File: src/hw/rtl/brle_pkg.sv
// Shared types and constants for the bit run-length encoder.
`default_nettype none

package brle_pkg;

  localparam int LEN_W = 16;
  localparam int MAX_RESULTS = 3;
  localparam int QUEUE_DEPTH = 4;
  localparam int PTR_W = $clog2(QUEUE_DEPTH);
  localparam int CNT_W = $clog2(QUEUE_DEPTH + 1);

  localparam logic [LEN_W-1:0] LENGTH_CAP = 16'd65535;
  localparam logic [LEN_W-1:0] RUN_BUDGET_RESET = 16'd65535;

  // One result beat.
  typedef struct packed {
    logic [LEN_W-1:0] run_bits;
    logic             run_value;
    logic             first_value;
    logic [LEN_W-1:0] run_number;
    logic             status;
    logic             final_item;
  } res_t;

  // Results produced by one input beat, in order, written into the queue.
  typedef struct packed {
    logic [1:0]                  cnt;
    res_t [MAX_RESULTS-1:0]      item;
  } push_t;

endpackage

`default_nettype wire

File: src/hw/rtl/brle_core.sv
// Encoder state and per-bit result generation.
`default_nettype none

module brle_core (
  input  wire logic                         clk,
  input  wire logic                         rst,
  input  wire logic                         cfg_write,
  input  wire logic [brle_pkg::LEN_W-1:0]   cfg_data,
  input  wire logic                         fire,
  input  wire logic                         bit_in,
  input  wire logic                         start_of_set,
  input  wire logic                         end_of_set,
  output brle_pkg::push_t                   push
);

  logic [brle_pkg::LEN_W-1:0] run_budget;
  logic                       cur_value;
  logic                       cur_value_next;
  logic [brle_pkg::LEN_W-1:0] run_len;
  logic [brle_pkg::LEN_W-1:0] run_len_next;
  logic [brle_pkg::LEN_W-1:0] runs;
  logic [brle_pkg::LEN_W-1:0] runs_next;
  logic                       set_open;
  logic                       set_open_next;
  logic                       lead_bit;
  logic                       lead_bit_next;

  logic [brle_pkg::LEN_W-1:0] base;
  logic [brle_pkg::LEN_W-1:0] cand_len [brle_pkg::MAX_RESULTS];
  logic                       cand_val [brle_pkg::MAX_RESULTS];
  logic                       cand_fin [brle_pkg::MAX_RESULTS];
  logic [1:0]                 cand_n;
  logic [1:0]                 ok_cnt;
  logic                       ovf;
  logic                       alive;
  logic [brle_pkg::LEN_W:0]   idx;

  always_comb begin
    base           = start_of_set ? '0 : runs;
    lead_bit_next  = start_of_set ? bit_in : lead_bit;
    cur_value_next = cur_value;
    run_len_next   = run_len;
    cand_n         = 2'd0;
    for (int i = 0; i < brle_pkg::MAX_RESULTS; i++) begin
      cand_len[i] = '0;
      cand_val[i] = 1'b0;
      cand_fin[i] = 1'b0;
    end

    if (start_of_set) begin
      cur_value_next = bit_in;
      run_len_next   = brle_pkg::LEN_W'(1);
      if (end_of_set) begin
        cand_len[0] = brle_pkg::LEN_W'(1);
        cand_val[0] = bit_in;
        cand_fin[0] = 1'b1;
        cand_n      = 2'd1;
      end
    end else if (set_open) begin
      if (bit_in == cur_value) begin
        if (run_len >= brle_pkg::LENGTH_CAP) begin
          // A full-length run is closed and followed by an empty run of the
          // other value, so the alternation of run values stays intact.
          cand_len[0]  = run_len;
          cand_val[0]  = cur_value;
          cand_len[1]  = '0;
          cand_val[1]  = ~cur_value;
          cand_n       = 2'd2;
          run_len_next = brle_pkg::LEN_W'(1);
          if (end_of_set) begin
            cand_len[2] = brle_pkg::LEN_W'(1);
            cand_val[2] = cur_value;
            cand_fin[2] = 1'b1;
            cand_n      = 2'd3;
          end
        end else begin
          run_len_next = run_len + brle_pkg::LEN_W'(1);
          if (end_of_set) begin
            cand_len[0] = run_len + brle_pkg::LEN_W'(1);
            cand_val[0] = cur_value;
            cand_fin[0] = 1'b1;
            cand_n      = 2'd1;
          end
        end
      end else begin
        cand_len[0]    = run_len;
        cand_val[0]    = cur_value;
        cand_n         = 2'd1;
        cur_value_next = bit_in;
        run_len_next   = brle_pkg::LEN_W'(1);
        if (end_of_set) begin
          cand_len[1] = brle_pkg::LEN_W'(1);
          cand_val[1] = bit_in;
          cand_fin[1] = 1'b1;
          cand_n      = 2'd2;
        end
      end
    end

    // Emit candidates in order; the first one past the budget becomes the
    // overflow status beat and ends the set.
    push.cnt = 2'd0;
    ok_cnt   = 2'd0;
    ovf      = 1'b0;
    alive    = 1'b1;
    idx      = '0;
    for (int i = 0; i < brle_pkg::MAX_RESULTS; i++) begin
      idx = {1'b0, base} + (brle_pkg::LEN_W + 1)'(i);
      push.item[i].first_value = lead_bit_next;
      push.item[i].run_number  = idx[brle_pkg::LEN_W-1:0];
      if (idx < {1'b0, run_budget}) begin
        push.item[i].run_bits   = cand_len[i];
        push.item[i].run_value  = cand_val[i];
        push.item[i].status     = 1'b0;
        push.item[i].final_item = cand_fin[i];
      end else begin
        push.item[i].run_bits   = '0;
        push.item[i].run_value  = 1'b0;
        push.item[i].status     = 1'b1;
        push.item[i].final_item = 1'b1;
      end
      if (alive && (2'(i) < cand_n)) begin
        push.cnt = push.cnt + 2'd1;
        if (idx < {1'b0, run_budget}) begin
          ok_cnt = ok_cnt + 2'd1;
        end else begin
          ovf   = 1'b1;
          alive = 1'b0;
        end
      end
    end
    if (!fire) begin
      push.cnt = 2'd0;
    end

    runs_next     = base + brle_pkg::LEN_W'(ok_cnt);
    set_open_next = (start_of_set || set_open) ? !(ovf || end_of_set) : set_open;
  end

  always_ff @(posedge clk) begin
    if (rst) begin
      run_budget <= brle_pkg::RUN_BUDGET_RESET;
      cur_value  <= 1'b0;
      run_len    <= '0;
      runs       <= '0;
      set_open   <= 1'b0;
      lead_bit   <= 1'b0;
    end else begin
      if (cfg_write) begin
        run_budget <= cfg_data;
      end
      if (fire) begin
        cur_value <= cur_value_next;
        run_len   <= run_len_next;
        runs      <= runs_next;
        set_open  <= set_open_next;
        lead_bit  <= lead_bit_next;
      end
    end
  end

endmodule

`default_nettype wire

File: src/hw/rtl/brle_queue.sv
// Result queue: takes up to three results a cycle, hands out one a cycle while out_ready is high.
`default_nettype none

module brle_queue (
  input  wire logic            clk,
  input  wire logic            rst,
  input  wire brle_pkg::push_t push,
  output logic                 room,
  output logic                 out_valid,
  input  wire logic            out_ready,
  output brle_pkg::res_t       out_data
);

  brle_pkg::res_t                   mem [brle_pkg::QUEUE_DEPTH];
  logic [brle_pkg::PTR_W-1:0]       wr_ptr;
  logic [brle_pkg::PTR_W-1:0]       rd_ptr;
  logic [brle_pkg::CNT_W-1:0]       count;
  logic                             pop;

  assign out_valid = (count != '0);
  assign out_data  = mem[rd_ptr];
  assign pop       = out_valid && out_ready;
  // Space for a full set of results regardless of the output side.
  assign room      = (count <= brle_pkg::CNT_W'(brle_pkg::QUEUE_DEPTH - brle_pkg::MAX_RESULTS));

  always_ff @(posedge clk) begin
    for (int k = 0; k < brle_pkg::MAX_RESULTS; k++) begin
      if (2'(k) < push.cnt) begin
        mem[wr_ptr + brle_pkg::PTR_W'(k)] <= push.item[k];
      end
    end
  end

  always_ff @(posedge clk) begin
    if (rst) begin
      wr_ptr <= '0;
      rd_ptr <= '0;
      count  <= '0;
    end else begin
      wr_ptr <= wr_ptr + brle_pkg::PTR_W'(push.cnt);
      if (pop) begin
        rd_ptr <= rd_ptr + brle_pkg::PTR_W'(1);
      end
      count <= count + brle_pkg::CNT_W'(push.cnt) - brle_pkg::CNT_W'(pop);
    end
  end

endmodule

`default_nettype wire

File: src/hw/rtl/bit_run_length_encoder.sv
// Top level of the bit run-length encoder.
// The encoder takes one bit per input beat, with a start mark on the first bit
// of a set and an end mark on its last bit, and gives one result beat per run
// of equal bits as that run closes. A new input beat is taken in every cycle as
// long as the four-entry result queue holds at most one result; results leave
// at one per cycle while out_ready is high, so the sustained rate is one input
// beat per cycle for bits that close at most one run, and otherwise the input
// is held while the queue drains (a single input beat can give up to three
// results when a full-length run, 65535 bits, closes together with the end of
// the set). A result is written into the queue at the edge that accepts its
// bit, so out_valid rises right after that edge and the result can leave in
// the cycle after at the earliest. The run budget register is written with
// cfg_write and cfg_data and should only change while the block is idle.
`default_nettype none

module bit_run_length_encoder (
  input  wire logic                         clk,
  input  wire logic                         rst,
  input  wire logic                         cfg_write,
  input  wire logic [brle_pkg::LEN_W-1:0]   cfg_data,
  input  wire logic                         in_valid,
  output logic                              in_ready,
  input  wire logic                         bit_in,
  input  wire logic                         start_of_set,
  input  wire logic                         end_of_set,
  output logic                              out_valid,
  input  wire logic                         out_ready,
  output logic [brle_pkg::LEN_W-1:0]        run_bits,
  output logic                              run_value,
  output logic                              first_value,
  output logic [brle_pkg::LEN_W-1:0]        run_number,
  output logic                              status,
  output logic                              final_item
);

  logic            in_fire;
  brle_pkg::push_t push;
  brle_pkg::res_t  out_data;

  // An input beat is taken only when the queue can absorb every result it
  // might produce.
  assign in_fire = in_valid && in_ready;

  brle_core u_core (
    .clk          (clk),
    .rst          (rst),
    .cfg_write    (cfg_write),
    .cfg_data     (cfg_data),
    .fire         (in_fire),
    .bit_in       (bit_in),
    .start_of_set (start_of_set),
    .end_of_set   (end_of_set),
    .push         (push)
  );

  brle_queue u_queue (
    .clk       (clk),
    .rst       (rst),
    .push      (push),
    .room      (in_ready),
    .out_valid (out_valid),
    .out_ready (out_ready),
    .out_data  (out_data)
  );

  assign run_bits    = out_data.run_bits;
  assign run_value   = out_data.run_value;
  assign first_value = out_data.first_value;
  assign run_number  = out_data.run_number;
  assign status      = out_data.status;
  assign final_item  = out_data.final_item;

`ifndef SYNTH
  // Results are only produced by an accepted input beat.
  a_push_on_fire: assert property (@(posedge clk) disable iff (rst)
    !in_fire |-> (push.cnt == 2'd0))
    else $error("results pushed without an accepted input beat");

  // An overflow status beat always closes the set and carries no run.
  a_status_final: assert property (@(posedge clk) disable iff (rst)
    (out_valid && status) |-> (final_item && (run_bits == '0) && !run_value))
    else $error("overflow status beat malformed");

  // The empty run after a full-length run is never the last run of a set.
  a_empty_not_final: assert property (@(posedge clk) disable iff (rst)
    (out_valid && !status && (run_bits == '0)) |-> !final_item)
    else $error("zero-length run marked final");

  // Reset leaves the queue empty and ready for input.
  a_reset_empty: assert property (@(posedge clk)
    rst |=> (in_ready && !out_valid))
    else $error("queue not empty after reset");
`endif

endmodule

`default_nettype wire

File: config.mk
export PLATFORM = sky130hd
export DESIGN_NAME = bit_run_length_encoder
export DESIGN_NICKNAME = d
export VERILOG_FILES = /design/src/hw/rtl/brle_pkg.sv /design/src/hw/rtl/brle_core.sv /design/src/hw/rtl/brle_queue.sv /design/src/hw/rtl/bit_run_length_encoder.sv
export SDC_FILE = /design/constraint.sdc
export NUM_CORES = 1
export LEC_CHECK = 0
export ABC_AREA = 0
export BUFFER_PORTS_ARGS = -buffer_cell sky130_fd_sc_hd__buf_4
export CAP_MARGIN = 10
export CORE_ASPECT_RATIO = 1.75
export CORE_UTILIZATION = 30
export DETAILED_ROUTE_END_ITERATION = 7
export SLEW_MARGIN = 20
export SYNTH_ARGS = -nofsm -noshare
export SYNTH_HDL_FRONTEND = slang
export SYNTH_SLANG_ARGS = --single-unit
File: constraint.sdc
create_clock -name clk -period 6.1 [get_ports clk]
set_clock_uncertainty 0.15 [all_clocks]
set_input_delay 0.305 -clock clk [delete_from_list [all_inputs] [get_ports clk]]
set_output_delay 0.305 -clock clk [all_outputs]
set_load 0.1 [all_outputs]
Yosys cells after proc, flatten, opt, wreduce, memory -nomap -nowiden
Memory sizes are Yosys's and may differ from the RTL's. A register that Yosys moved wholly into a read port is not among the register bits.
Index checks and enable logic that the tools add are counted.

storage, ports and cells
  register bits after elaboration = 58
  memory bits (writable) = 144
  input bits = 24
  output and inout port bits = 38
  memories kept = 1

operators by class
  $add $sub $neg = 14
  magnitude comparators = 11
  eq/ne operators = 2
  mux-type cells = 77
  bitwise operators = 1
  reduce and logical (&&, ||, !) cells = 12

memory list
  name         depth  bits a word  rd ports  clocked after memory_dff  wr ports  line              RTL
  u_queue.mem  4      36           1         1                         3         brle_queue.sv:14  brle_pkg::res_t mem [brle_pkg::QUEUE_DEPTH];

operators by type and width
  operator                                                                count
  16-bit 2-to-1 mux                                                       10
  32-bit 2-to-1 mux                                                       2
  17-bit 2-to-1 mux                                                       3
  48-bit 2-to-1 mux                                                       1
  2-bit 2-to-1 mux                                                        22
  1-bit 2-to-1 mux                                                        37
  17-bit by 16-bit < comparator with 1-bit output                         2
  16-bit by 1-bit adder with 17-bit output (second input constant)        1
  16-bit by 2-bit adder with 17-bit output (second input constant)        1
  16-bit by 1-bit adder with 16-bit output (second input constant)        1
  16-bit by 2-bit adder with 16-bit output                                1
  16-bit greater-or-equal comparator (second input constant)              1
  16-bit < comparator                                                     1
  2-bit by 1-bit adder with 2-bit output (second input constant)          5
  1-bit by 2-bit < comparator with 1-bit output (first input constant)    4
  3-bit 2-to-1 mux                                                        2
  1-bit logical AND                                                       4
  2-bit < comparator (first input constant)                               2
  2-bit AND reduction                                                     2
  3-bit by 2-bit adder with 3-bit output                                  1
  3-bit by 1-bit <= comparator with 1-bit output (second input constant)  1
  3-bit AND reduction                                                     1
  3-bit nonzero test                                                      1
  3-bit by 1-bit subtractor with 3-bit output                             1
  9 further kinds                                                         10

Longest topological paths before layout
Gate-level depths: netlist of the first run.

  depth in word-level cells = 15
  depth in mapped cells = 30

Hierarchy
A second synthesis of the first run with hierarchy kept.

second synthesis, totals
  cell total of the unflattened synthesis = 1557
  area, all modules = 13565.5 sq um

modules (own cells, without submodules)
  module                  times used  cells an instance  area an instance (sq um)  seq. area each (sq um)
  brle_queue              1           886                8599.5                    4504.3
  brle_core               1           670                4959.8                    1021.0
  bit_run_length_encoder  1           1                  6.3                       0.0

Worst setup path before layout of the first run
No wires, ideal clock.

  path kind = input port to flip-flop
  start point = in start_of_set
  end point = reg u_core.runs[8] in the netlist's numbering
  arrival = 6.290 ns
  setup slack = -0.468 ns
  stages = 28
  buffers on the path = 5
  path through = buf_4 -> clkbuf_1 -> clkbuf_1 -> nor2b_1 -> ha_1 -> clkbuf_1 -> nand3b_1 -> nor4_4 -> nand2_1 -> xor2_1 -> a211oi_2 -> ha_1 -> nand3_1 -> nor3_1 -> o311ai_4 -> nand3_1 -> buf_2 -> inv_1 -> ha_1 -> o31a_1 -> o31ai_1 -> ha_1 -> inv_1 -> fa_1 -> nor4b_2 -> nand3_1 -> xnor2_1 -> nor2_1

on the way
  longest elaborated chain between the ends = 11
  elaborated cells on any way between the ends = 25
  classes of those cells = add/sub (5); order compare (6); mux (12); reduce/logical (2)

ends and longest elaborated chain
  item                                                                                               line                          RTL
  start: declaration                                                                                 bit_run_length_encoder.sv:24  input wire logic start_of_set,
  parallel branches: the longest is 10 deep, another holds 16-bit by 1-bit adder with 17-bit output  --
  16-bit by 2-bit adder with 16-bit output (*)                                                       brle_core.sv:136              runs_next = base + brle_pkg::LEN_W'(ok_cnt);
  end signal: assignment                                                                             brle_core.sv:155              runs <= runs_next;
  end: declaration                                                                                   brle_core.sv:21               logic [brle_pkg::LEN_W-1:0] runs;

Every way passes the cells marked *.
A chain may end at the register's enable or synchronous reset.

Final worst setup path of the first run
  start point = reg u_core.runs[1] in the netlist's numbering
  end point = reg u_core.runs[8] in the netlist's numbering

on the way
  longest elaborated chain between the ends = 11
  elaborated cells on any way between the ends = 21
  classes of those cells = add/sub (5); order compare (3); mux (11); reduce/logical (2)

ends and longest elaborated chain
  item                                                                                              line              RTL
  16-bit 2-to-1 mux (*)                                                                             brle_core.sv:39   base = start_of_set ? '0 : runs;
  parallel branches: the longest is 9 deep, another holds 16-bit by 1-bit adder with 17-bit output  --
  16-bit by 2-bit adder with 16-bit output (*)                                                      brle_core.sv:136

Marks and branches as above.

==> metrics.txt, run 1 <==
result of the run complete, no violations; remaining max-slew budget at the tightest pin 27.44%; RR Endpoint u_core.runs[8]$_SDFFE_PP0P_; Core ar. 40710 um2; instance count on the critical path 23; cell chosen for the clock root clkbuf_16; average instance area after synthesis 9.656 um2; maximum vdd drop 157.5 uV; worst hold stages 3; port bufs 61; arrival time at the worst endpoint 5.86 ns; highest clock rate 0.1782 GHz; hpwl dp 34.47 mm; Buf/Inv on CP 3; stage delay of the slowest cell on the critical path 0.55 ns; deepest clock path buffer count 3; share of layout cells above drive strength 1 20.63%; Worst Setup Start Kind register; leakage component of the power 5.543 nW; number of levels the H-tree was split into 1; sequential cell area 4928 um2; CP cell instances nor2b_4 > ha_1 > buf_4 > nand3_1 > or4_1 > nor2_1 > xnor2_1 > ha_1 > nand3_1 > nor3_2 > o311ai_4 > nand3_1 > inv_1 > ha_1 > o31a_1 > o31ai_1 > ha_1 > inv_1 > fa_1 > nor4b_4 > nand3_1 > xnor2_1 > nor2_1; initial standard-cell utilization of the core 30.36%; layout overhead on the synthesized area 19.29%; number of nets still failing antenna checks after routing 0; overall track demand over capacity in global routing 23.33%; register clock-pin slew on the reported worst setup and hold paths 0.07 ns; Ant. Diodes 0; top fanout value on the critical path 8; multi-input combinational cell area 6774 um2; worst-skew pair later-pin latency 0.54 ns; type of the tightest min-delay check input port to register; Worst R2R Setup Slack 0.49 ns; CTS Sinks 204; number of failing setup endpoints in the final timing report 0; nature of the critical path endpoint register; Least-Margin Pin Slew 1.081 ns; post-synthesis register bit count 204; Yosys warning total 0; number of distinct standard cells referenced by the synthesized netlist 88; vias in the first global route 11210; Detailed Route WL 48.27 mm; fraction of the cycle the final worst path needs 92.02%; flip-flop cell with the highest count after synthesis dfxtp_1; Final Slew Violations 0; clock tree from TritonCTS done; power density normalized to cell area 275.0 nW/um2; via count 10930; final hold viol count 0; Post-Synthesis Cells 1280; average routed wire per standard cell 24.74 um; number of fill cells 4226; IO Pins 62; share of the yosys chip area belonging to registers 39.85%; number of enable-type register cells in the synthesized netlist 84; Worst path slowest cell or4_1; net count of the mapped netlist 1362; Die X 155.4 um; final estimated routing congestion in global placement 0.9858; # DRC 0; Min-Delay Endpoint u_core.run_budget[10]$_SDFFE_PP1P_; unrepaired setup endpoints after global routing no; pin count of the biggest net entering global routing 45; # Max-Cap Violations 0; FP Rows 98; time the worst path needs with I/O delays and setup 5.613 ns; number of antenna violations at the first check in global routing 0; required time at the endpoint of the critical path 6.35 ns; startpoint of the most critical hold path cfg_write; die height 270.5 um; share of synthesized registers carrying an async set or reset 0%; kind of critical path register to register; largest delay contributor family on the critical path simple AND/OR/NAND/NOR gates; worst r2r path cells 23; total die area 42040 um2; global-route wire length before repair 71.79 mm; launching point of the worst reg2reg path u_core.runs[1]$_SDFFE_PP0P_; layout net count 1467; aggregate negative setup slack 0 ns; number of search-and-repair iterations in the first detailed-routing pass 5; initial detailed-routing violation count 716; total global routing overflow 0; combined area of all synthesized cells 12360 um2; total power 4.054 mW; Setup Fix Bufs, Post-CTS 0; total clock buffers created by CTS 22; via-per-instance ratio 5.600
-- logic make-up (layout without fill, tap and decap cells) --
logic type,count (synthesis),after routing,synth area share (%)
AO/OA/AOI/OAI,372,372,20.81
flip-flops,204,204,39.85
AND/OR/NAND/NOR,411,411,17.61
multiplexers,39,39,6.803
buffers and inverters,151,272,5.679
adder cells (fa/ha/maj),58,58,5.993
XOR/XNOR,45,45,3.250
-- final cells by class --
| type | count | share of cell area [%] |
|---|---|---|
| Clock inverter | 8 | 0.5347 |
| Tap cell | 550 | 4.668 |
| Inverter | 55 | 1.409 |
| Sequential cell | 204 | 33.43 |
| Timing Repair Buffer | 177 | 9.302 |
| Multi-Input combinational cell | 925 | 45.95 |
| Clock buffer | 32 | 4.710 |
-- metrics by stage --
stage	setup WS, ns	hold WS, ns	cells	instance area, um2	utilization [%]
floorplan	0.01713	0.2771	1280	12380	-
global placement	0.3542	0.2901	1894	13790	33.86
detailed placement	0.2856	0.2944	1894	13790	33.86
CTS	0.3427	0.01639	1951	14730	36.18
global route	0.08461	0.05890	1951	14740	36.22
finish	0.4870	0.03747	1951	14740	36.22
-- tightest hold or removal path: cells and delay by family --
family	cells	cell delay [ns]
buf+inv	1	0.21
compound gates	1	0.07
simple gates	1	0.09
-- state kept, by name, indices dropped and copies added, names as in the netlist, named ones only --
name	flops
u_queue.mem	144
u_queue.count	3
u_core.run_budget	16
u_queue.wr_ptr	2
u_core.lead_bit	1
u_core.cur_value	1
u_core.set_open	1
u_core.runs	16
u_core.run_len	16
u_queue.rd_ptr	2
-- synth_stat cells (29+ instances only) --
cell | count | area [um2]
a22oi_1 | 52 | 390.4
a22o_1 | 36 | 315.3
dfxtp_1 | 120 | 2402
nor3_1 | 29 | 145.1
clkbuf_1 | 46 | 172.7
o21ai_0 | 36 | 180.2
ha_1 | 56 | 700.7
xnor2_1 | 30 | 262.8
nor2_1 | 88 | 330.3
mux4_2 | 36 | 810.8
o21ai_1 | 47 | 235.2
edfxtp_1 | 84 | 2522
nand2_1 | 125 | 469.2
a21oi_1 | 79 | 395.4
inv_1 | 48 | 180.2
-- power breakdown --
part / total [mW] / switching [mW] / internal (mW) / leakage, nW
clock: 1.44 / 0.603 / 0.837 / 0.391
combinational: 1.13 / 0.825 / 0.309 / 3.42
sequential: 1.48 / 0.0219 / 1.46 / 1.73
total: 4.05 / 1.45 / 2.60 / 5.54
-- metal layers --
metal / track usage, % / routed length, um
met1: 23.30 / 15910
met2: 43.34 / 25960
met3: 2.915 / 2378
met4: 17.60 / 4025
met5: 0 / 0
-- cell usage in the layout, fill, tap and decap left out, types with 13 or more instances in the layout --
cell           instances
a21o_1                20
a21oi_1               79
a22o_1                36
a22oi_1               52
buf_4                160
clkbuf_16             24
dfxtp_1              117
dlygate4sd3_1         17
edfxtp_1              84
ha_1                  56
inv_1                 49
mux4_2                36
nand2_1              125
nand2b_1              14
nand3_1               28
nand4_1               20
nor2_1                88
nor2b_1               15
nor3_1                27
o211ai_1              20
o21ai_0               34
o21ai_1               49
or3_1                 18
xnor2_1               30
xor2_1                13
-- timing repair --
| item | in CTS | in global routing |
|---|---|---|
| hold buffers | 17 | 0 |
| gates resized for setup | 0 | 3 |
| hold endpoints to repair | 17 | 0 |
| endpoints found under the setup margin | 0 | 8 |
-- how the worst max path moves through the flow --
| stage | start | endpoint | slack, ns |
|---|---|---|---|
| after floorplan | start_of_set | u_core.runs[8]$_SDFFE_PP0P_ | 0.02 |
| after global placement | start_of_set | u_core.runs[8]$_SDFFE_PP0P_ | 0.35 |
| after detailed placement | start_of_set | u_core.runs[6]$_SDFFE_PP0P_ | 0.29 |
| after CTS | u_core.runs[1]$_SDFFE_PP0P_ | u_core.runs[8]$_SDFFE_PP0P_ | 0.34 |
| after global routing | u_core.runs[1]$_SDFFE_PP0P_ | u_core.runs[12]$_SDFFE_PP0P_ | 0.08 |
| final | u_core.runs[1]$_SDFFE_PP0P_ | u_core.runs[8]$_SDFFE_PP0P_ | 0.49 |
Power figures use the tool's default switching activity.
==> inputs of run 2 (changes only) <==
--- a/config.mk
+++ b/config.mk
@@ -11,6 +11,7 @@
 export CORE_ASPECT_RATIO = 1.75
 export CORE_UTILIZATION = 30
 export DETAILED_ROUTE_END_ITERATION = 7
+export RECOVER_POWER = 100
 export SLEW_MARGIN = 20
 export SYNTH_ARGS = -nofsm -noshare
 export SYNTH_HDL_FRONTEND = slang
==> metrics.txt, run 2 (synthesized netlist as in run 1, its figures left out) <==
result of the run complete, but fails checks; violated checks capacitance limit, slew limit; die height 270.5 um (unchanged); port bufs 61 (unchanged); nature of the critical path endpoint register; vias in the first global route 11210 (unchanged); fraction of the cycle the final worst path needs 94.29% (+2.3 points); Worst path slowest cell dfxtp_1; share of layout cells above drive strength 1 15.99% (-4.6 points); initial standard-cell utilization of the core 30.36% (unchanged); leakage component of the power 5.341 nW (-3.6%); Die X 155.4 um (unchanged); number of levels the H-tree was split into 1 (unchanged); Buf/Inv on CP 4 (+1); # DRC 0 (unchanged); total global routing overflow 0 (unchanged); total clock buffers created by CTS 22 (unchanged); register clock-pin slew on the reported worst setup and hold paths 0.07 ns (about the same); Least-Margin Pin Slew 2.856 ns (+1.775 ns); CP cell instances and3_1 > nand4_1 > nor3_1 > clkbuf_1 > nand2_1 > xnor2_1 > ha_1 > nand3_1 > nor3_2 > o311ai_4 > nand3_1 > clkbuf_1 > nor2_1 > and4_1 > or2_1 > ha_1 > a21o_1 > nand2_1 > nor4_1 > buf_4 > clkbuf_4 > xor2_1 > nor2_1; core utilization of the finished layout 35.51% (-0.71 points); final estimated routing congestion in global placement 0.9858 (unchanged); worst hold stages 3 (unchanged); Detailed Route WL 48.27 mm (about the same); initial detailed-routing violation count 763 (+6.6%); layout net count 1467 (unchanged); Core ar. 40710 um2 (unchanged); worst r2r path cells 23 (unchanged); deepest clock path buffer count 3 (unchanged); overall track demand over capacity in global routing 23.33% (unchanged); power density normalized to cell area 276.6 nW/um2 (+0.59%); number of failing setup endpoints in the final timing report 0 (unchanged); CTS Sinks 204 (unchanged); flip-flop count of the largest register after layout 144 (unchanged); sequential cell area 4928 um2 (unchanged); largest delay contributor family on the critical path simple AND/OR/NAND/NOR gates; most frequent cells in the layout nand2_1 (125), dfxtp_1 (117), buf_4 (102), nor2_1 (88), edfxtp_1 (84); Final Hold Slack 0.03774 ns (+0.0002693 ns); time the worst path needs with I/O delays and setup 5.752 ns (+0.1386 ns); kind of critical path register to register; pin count of the biggest net entering global routing 45 (unchanged); total power 3.999 mW (-1.4%); type of the tightest min-delay check input port to register; FP Rows 98 (unchanged); IO Pins 62 (unchanged); worst-skew pair later-pin latency 0.54 ns (about the same); multi-input combinational cell area 6679 um2 (-1.4%); required time at the endpoint of the critical path 6.35 ns (about the same); unrepaired setup endpoints after global routing no; global-route wire length before repair 71.79 mm (unchanged); remaining max-slew budget at the tightest pin -90.37% (-120 points); clock tree from TritonCTS done; total die area 42040 um2 (unchanged); Ant. Diodes 0 (unchanged); Setup Fix Bufs, Post-CTS 0 (unchanged); arrival time at the worst endpoint 6.00 ns (+0.14 ns); aggregate negative setup slack 0 ns (unchanged); instance count on the critical path 23 (unchanged); highest clock rate 0.1739 GHz (-2.4%); via count 10960 (+0.34%); # Max-Cap Violations 2 (+2); number of nets still failing antenna checks after routing 0 (unchanged); via-per-instance ratio 5.619 (+0.34%); final hold viol count 0 (unchanged); hpwl dp 34.47 mm (unchanged); stage delay of the slowest cell on the critical path 0.50 ns (-0.05 ns); number of fill cells 4272 (+1.1%); maximum vdd drop 157.9 uV (+0.27%); cell chosen for the clock root clkbuf_16; top fanout value on the critical path 10 (+2); number of search-and-repair iterations in the first detailed-routing pass 5 (unchanged); average routed wire per standard cell 24.74 um (about the same); Worst Setup Start Kind register; Final Slew Violations 51 (+51); most frequent standard cell in the layout excluding fill and tap cells nand2_1; Biggest register u_queue.mem; layout overhead on the synthesized area 16.96%; number of antenna violations at the first check in global routing 1 (+1)
-- run 2: cell types whose count changed in the layout (fill, tap and decap cells not counted), sizes merged --
cell	before	now
clkbuf	32	90
buf	160	102
-- run 2: tightest hold or removal path: stages --
cell,delay (ns)
buf_4,0.21
nand2_1,0.09
o211ai_1,0.07
-- run 2: area by class of cell --
| type | instances | share of cell area, % |
|---|---|---|
| Clock buffer | 32 | 4.804 |
| Clock inverter | 8 | 0.5453 |
| Inverter | 55 | 1.437 |
| Multi-Input combinational cell | 925 | 46.20 |
| Sequential cell | 204 | 34.10 |
| Tap cell | 550 | 4.761 |
| Timing Repair Buffer | 177 | 8.154 |
-- run 2: layer usage --
metal	vias up	wire [um]	track usage (%)
met5	-	13	0
met4	2	4177	17.60
met3	178	2288	2.915
met2	452	25830	43.34
met1	5353	15960	23.30
li1	4978	-	-
-- run 2: repair_timing --
item                                   4_1_cts  5_1_grt
hold buffers                                17        0
endpoints found under the hold margin       17        0
resized for setup                            0        3
setup endpoints to repair                    0        8
-- run 2: worst paths after layout --
check / from / slack, ns / to
worst min register to register: u_queue.mem[3][32]$_SDFFE_PP0N_ / 0.30 / u_queue.mem[3][32]$_SDFFE_PP0N_
worst max register to register: u_core.runs[11]$_SDFFE_PP0P_ / 0.35 / u_core.runs[11]$_SDFFE_PP0P_
worst max-delay path: u_core.runs[11]$_SDFFE_PP0P_ / 0.35 / u_core.runs[11]$_SDFFE_PP0P_
worst min-delay path: cfg_write / 0.04 / u_core.run_budget[10]$_SDFFE_PP1P_
-- run 2: stage by stage --
stage,instances,setup WS (ns),cell area [um2]
3_3_place_gp,1894,0.3542,13790
4_1_cts,1951,0.3427,14730
3_5_place_dp,1894,0.2856,13790
6_report,1951,0.3484,14460
2_1_floorplan,1280,0.01713,12380
5_1_grt,1951,0.09224,14460
-- run 2: power by group --
part	leakage, nW	internal, mW	switching [mW]
combinational	3.22	0.258	0.821
sequential	1.73	1.46	0.0216
clock	0.391	0.837	0.602
total	5.34	2.55	1.45
==> inputs of run 3 (changes only) <==
--- a/config.mk
+++ b/config.mk
@@ -11,6 +11,7 @@
 export CORE_ASPECT_RATIO = 1.75
 export CORE_UTILIZATION = 30
 export DETAILED_ROUTE_END_ITERATION = 7
+export GPL_TIMING_DRIVEN = 0
 export RECOVER_POWER = 100
 export SLEW_MARGIN = 20
 export SYNTH_ARGS = -nofsm -noshare
==> metrics.txt, run 3 (synthesized netlist as in run 1, its figures left out) <==
via count 11200 (+2.2%); CTS Sinks 204 (unchanged); number of antenna violations at the first check in global routing 0 (-1); total global routing overflow 0 (unchanged); deepest clock path buffer count 3 (unchanged); RR Endpoint u_core.runs[8]$_SDFFE_PP0P_; global-route wire length before repair 70.61 mm (-1.6%); Buf/Inv on CP 7 (+3); pin count of the biggest net entering global routing 22 (-51%); # DRC 0 (unchanged); time the worst path needs with I/O delays and setup 5.870 ns (+0.1179 ns); initial detailed-routing violation count 771 (+1.0%); most frequent standard cell in the layout excluding fill and tap cells nand2_1; Core ar. 40710 um2 (unchanged); clock tree from TritonCTS done; flip-flop count of the largest register after layout 144 (unchanged); GRT met2 Usage 41.09% (-2.3 points); vias in the first global route 10960 (-2.2%); die height 270.5 um (unchanged); met3 track demand over resource in global routing 2.979% (+0.064 points); Least-Margin Pin Slew 1.573 ns (-1.283 ns); register clock-pin slew on the reported worst setup and hold paths 0.06 ns (about the same); power density normalized to cell area 270.7 nW/um2 (-2.1%); total die area 42040 um2 (unchanged); IO Pins 62 (unchanged); Detailed Route WL 48.76 mm (+1.0%); total power 3.964 mW (-0.88%); Worst path slowest cell xnor2_1; initial standard-cell utilization of the core 30.36% (unchanged); hpwl dp 36.46 mm (+5.8%); total clock buffers created by CTS 21 (-4.5%); largest delay contributor family on the critical path adder cells; FP Rows 98 (unchanged); GR Util met1 22.30% (-1.0 points); share of layout cells above drive strength 1 16.40% (+0.41 points); nature of the critical path endpoint register; Final Slew Violations 10 (-80%); number of levels the H-tree was split into 1 (unchanged); # Max-Cap Violations 2 (unchanged); layer carrying the most global-route usage met2; cell chosen for the clock root clkbuf_16; required time at the endpoint of the critical path 6.35 ns (about the same); overall track demand over capacity in global routing 23.02% (-0.32 points); stage delay of the slowest cell on the critical path 0.82 ns (+0.32 ns); Die X 155.4 um (unchanged); violated checks capacitance limit, slew limit; Ant. Diodes 0 (unchanged); Worst R2R Setup Slack 0.23 ns (-0.12 ns); worst r2r path cells 24 (+4.3%); type of the tightest min-delay check input port to register; most frequent cells in the layout nand2_1 (124), dfxtp_1 (118), clkbuf_1 (93), nor2_1 (86), edfxtp_1 (84); Biggest register u_queue.mem; launching point of the worst reg2reg path u_core.runs[0]$_SDFFE_PP0P_; worst hold stages 2 (-1); port bufs 59 (-3.3%); final estimated routing congestion in global placement 0.9483 (-3.8%); Min-Delay Endpoint u_queue.wr_ptr[0]$_SDFF_PP0_; final hold viol count 0 (unchanged); kind of critical path register to register; Worst Setup Start Kind register; number of nets still failing antenna checks after routing 0 (unchanged); average routed wire per standard cell 24.74 um (about the same); layout overhead on the synthesized area 18.48%; highest clock rate 0.1704 GHz (-2.0%); arrival time at the worst endpoint 6.12 ns (+0.12 ns); result of the run complete, but fails checks; CP cell instances buf_4 > nand2b_1 > buf_4 > inv_8 > ha_4 > nand4b_1 > xnor2_1 > ha_1 > a21boi_0 > o311ai_4 > nand3_2 > buf_6 > inv_1 > ha_1 > o31a_1 > o31ai_2 > ha_1 > inv_1 > fa_2 > nor4b_4 > buf_4 > nand3_1 > xnor2_1 > nor2_1; fraction of the cycle the final worst path needs 96.22% (+1.9 points); layout net count 1488 (+1.4%); maximum vdd drop 182.1 uV (+15%); via-per-instance ratio 5.683 (+1.1%); top fanout value on the critical path 10 (unchanged); worst-skew pair later-pin latency 0.54 ns (about the same); number of failing setup endpoints in the final timing report 0 (unchanged); remaining max-slew budget at the tightest pin -5.667% (+85 points); leakage component of the power 5.324 nW (-0.32%); unrepaired setup endpoints after global routing no; startpoint of the most critical hold path rst; Final Hold Slack 0.003002 ns (-0.03474 ns); number of search-and-repair iterations in the first detailed-routing pass 7 (+2)
[run 3: power by group]
| part | switching (mW) | internal, mW |
|---|---|---|
| registers | 0.0332 | 1.46 |
| logic | 0.825 | 0.271 |
| clock network | 0.576 | 0.800 |
| total | 1.43 | 2.53 |
[run 3: cell type report]
type / instances / area (um2)
Clock inverter: 6 / 61.31
Fill cell: 4229 / 26070
Tap cell: 550 / 688.2
Sequential cell: 204 / 4927
Clock buffer: 32 / 668.1
Buffer: 91 / 454.2
Inverter: 55 / 216.5
Multi-Input combinational cell: 925 / 6894
Timing Repair Buffer: 108 / 733.2
[run 3: per-stage QoR]
| step | utilization [%] | TNS (ns) | instances | area [um2] | setup slack (ns) |
|---|---|---|---|---|---|
| finish | 35.97 | 0 | 1971 | 14640 | 0.2304 |
| global route | 35.97 | 0 | 1971 | 14640 | 0.0003264 |
| CTS | 36.00 | 0 | 1951 | 14660 | 0.03247 |
| detailed placement | 33.22 | -297.20 | 1889 | 13530 | -2.734 |
| global placement | 33.20 | -302.88 | 1889 | 13510 | -2.702 |
| floorplan | - | 0 | 1280 | 12380 | 0.01713 |
[run 3: repair_timing]
action | 4_1_cts | 5_1_grt
setup endpoints to repair | 249 | 13
pin swaps | 5 | 12
buffers inserted | 10 | 21
hold buffers | 18 | 0
endpoints found under the hold margin | 17 | 0
gates resized for setup | 32 | 35
[run 3: metal layers]
layer  share of wire [%]  wire length, um  vias to the layer above
met2                  51            25000                      510
met3                 4.9             2407                      196
met4                  11             5338                        0
li1                    -                -                     5019
met5                   0                0                        -
met1                  33            16010                     5477
[run 3: worst max path at each step]
stage / startpoint / endpoint / slack (ns) / depth (start not counted)
2_1_floorplan: start_of_set / u_core.runs[8]$_SDFFE_PP0P_ / 0.02 / 28
3_3_place_gp: start_of_set / u_core.runs[8]$_SDFFE_PP0P_ / -2.70 / 29
3_5_place_dp: start_of_set / u_core.runs[8]$_SDFFE_PP0P_ / -2.73 / 29
4_1_cts: u_core.runs[9]$_SDFFE_PP0P_ / u_core.runs[15]$_SDFFE_PP0P_ / 0.03 / 23
5_1_grt: u_core.runs[9]$_SDFFE_PP0P_ / u_core.runs[15]$_SDFFE_PP0P_ / 0.0003 / 23
6_report: u_core.runs[0]$_SDFFE_PP0P_ / u_core.runs[8]$_SDFFE_PP0P_ / 0.23 / 24
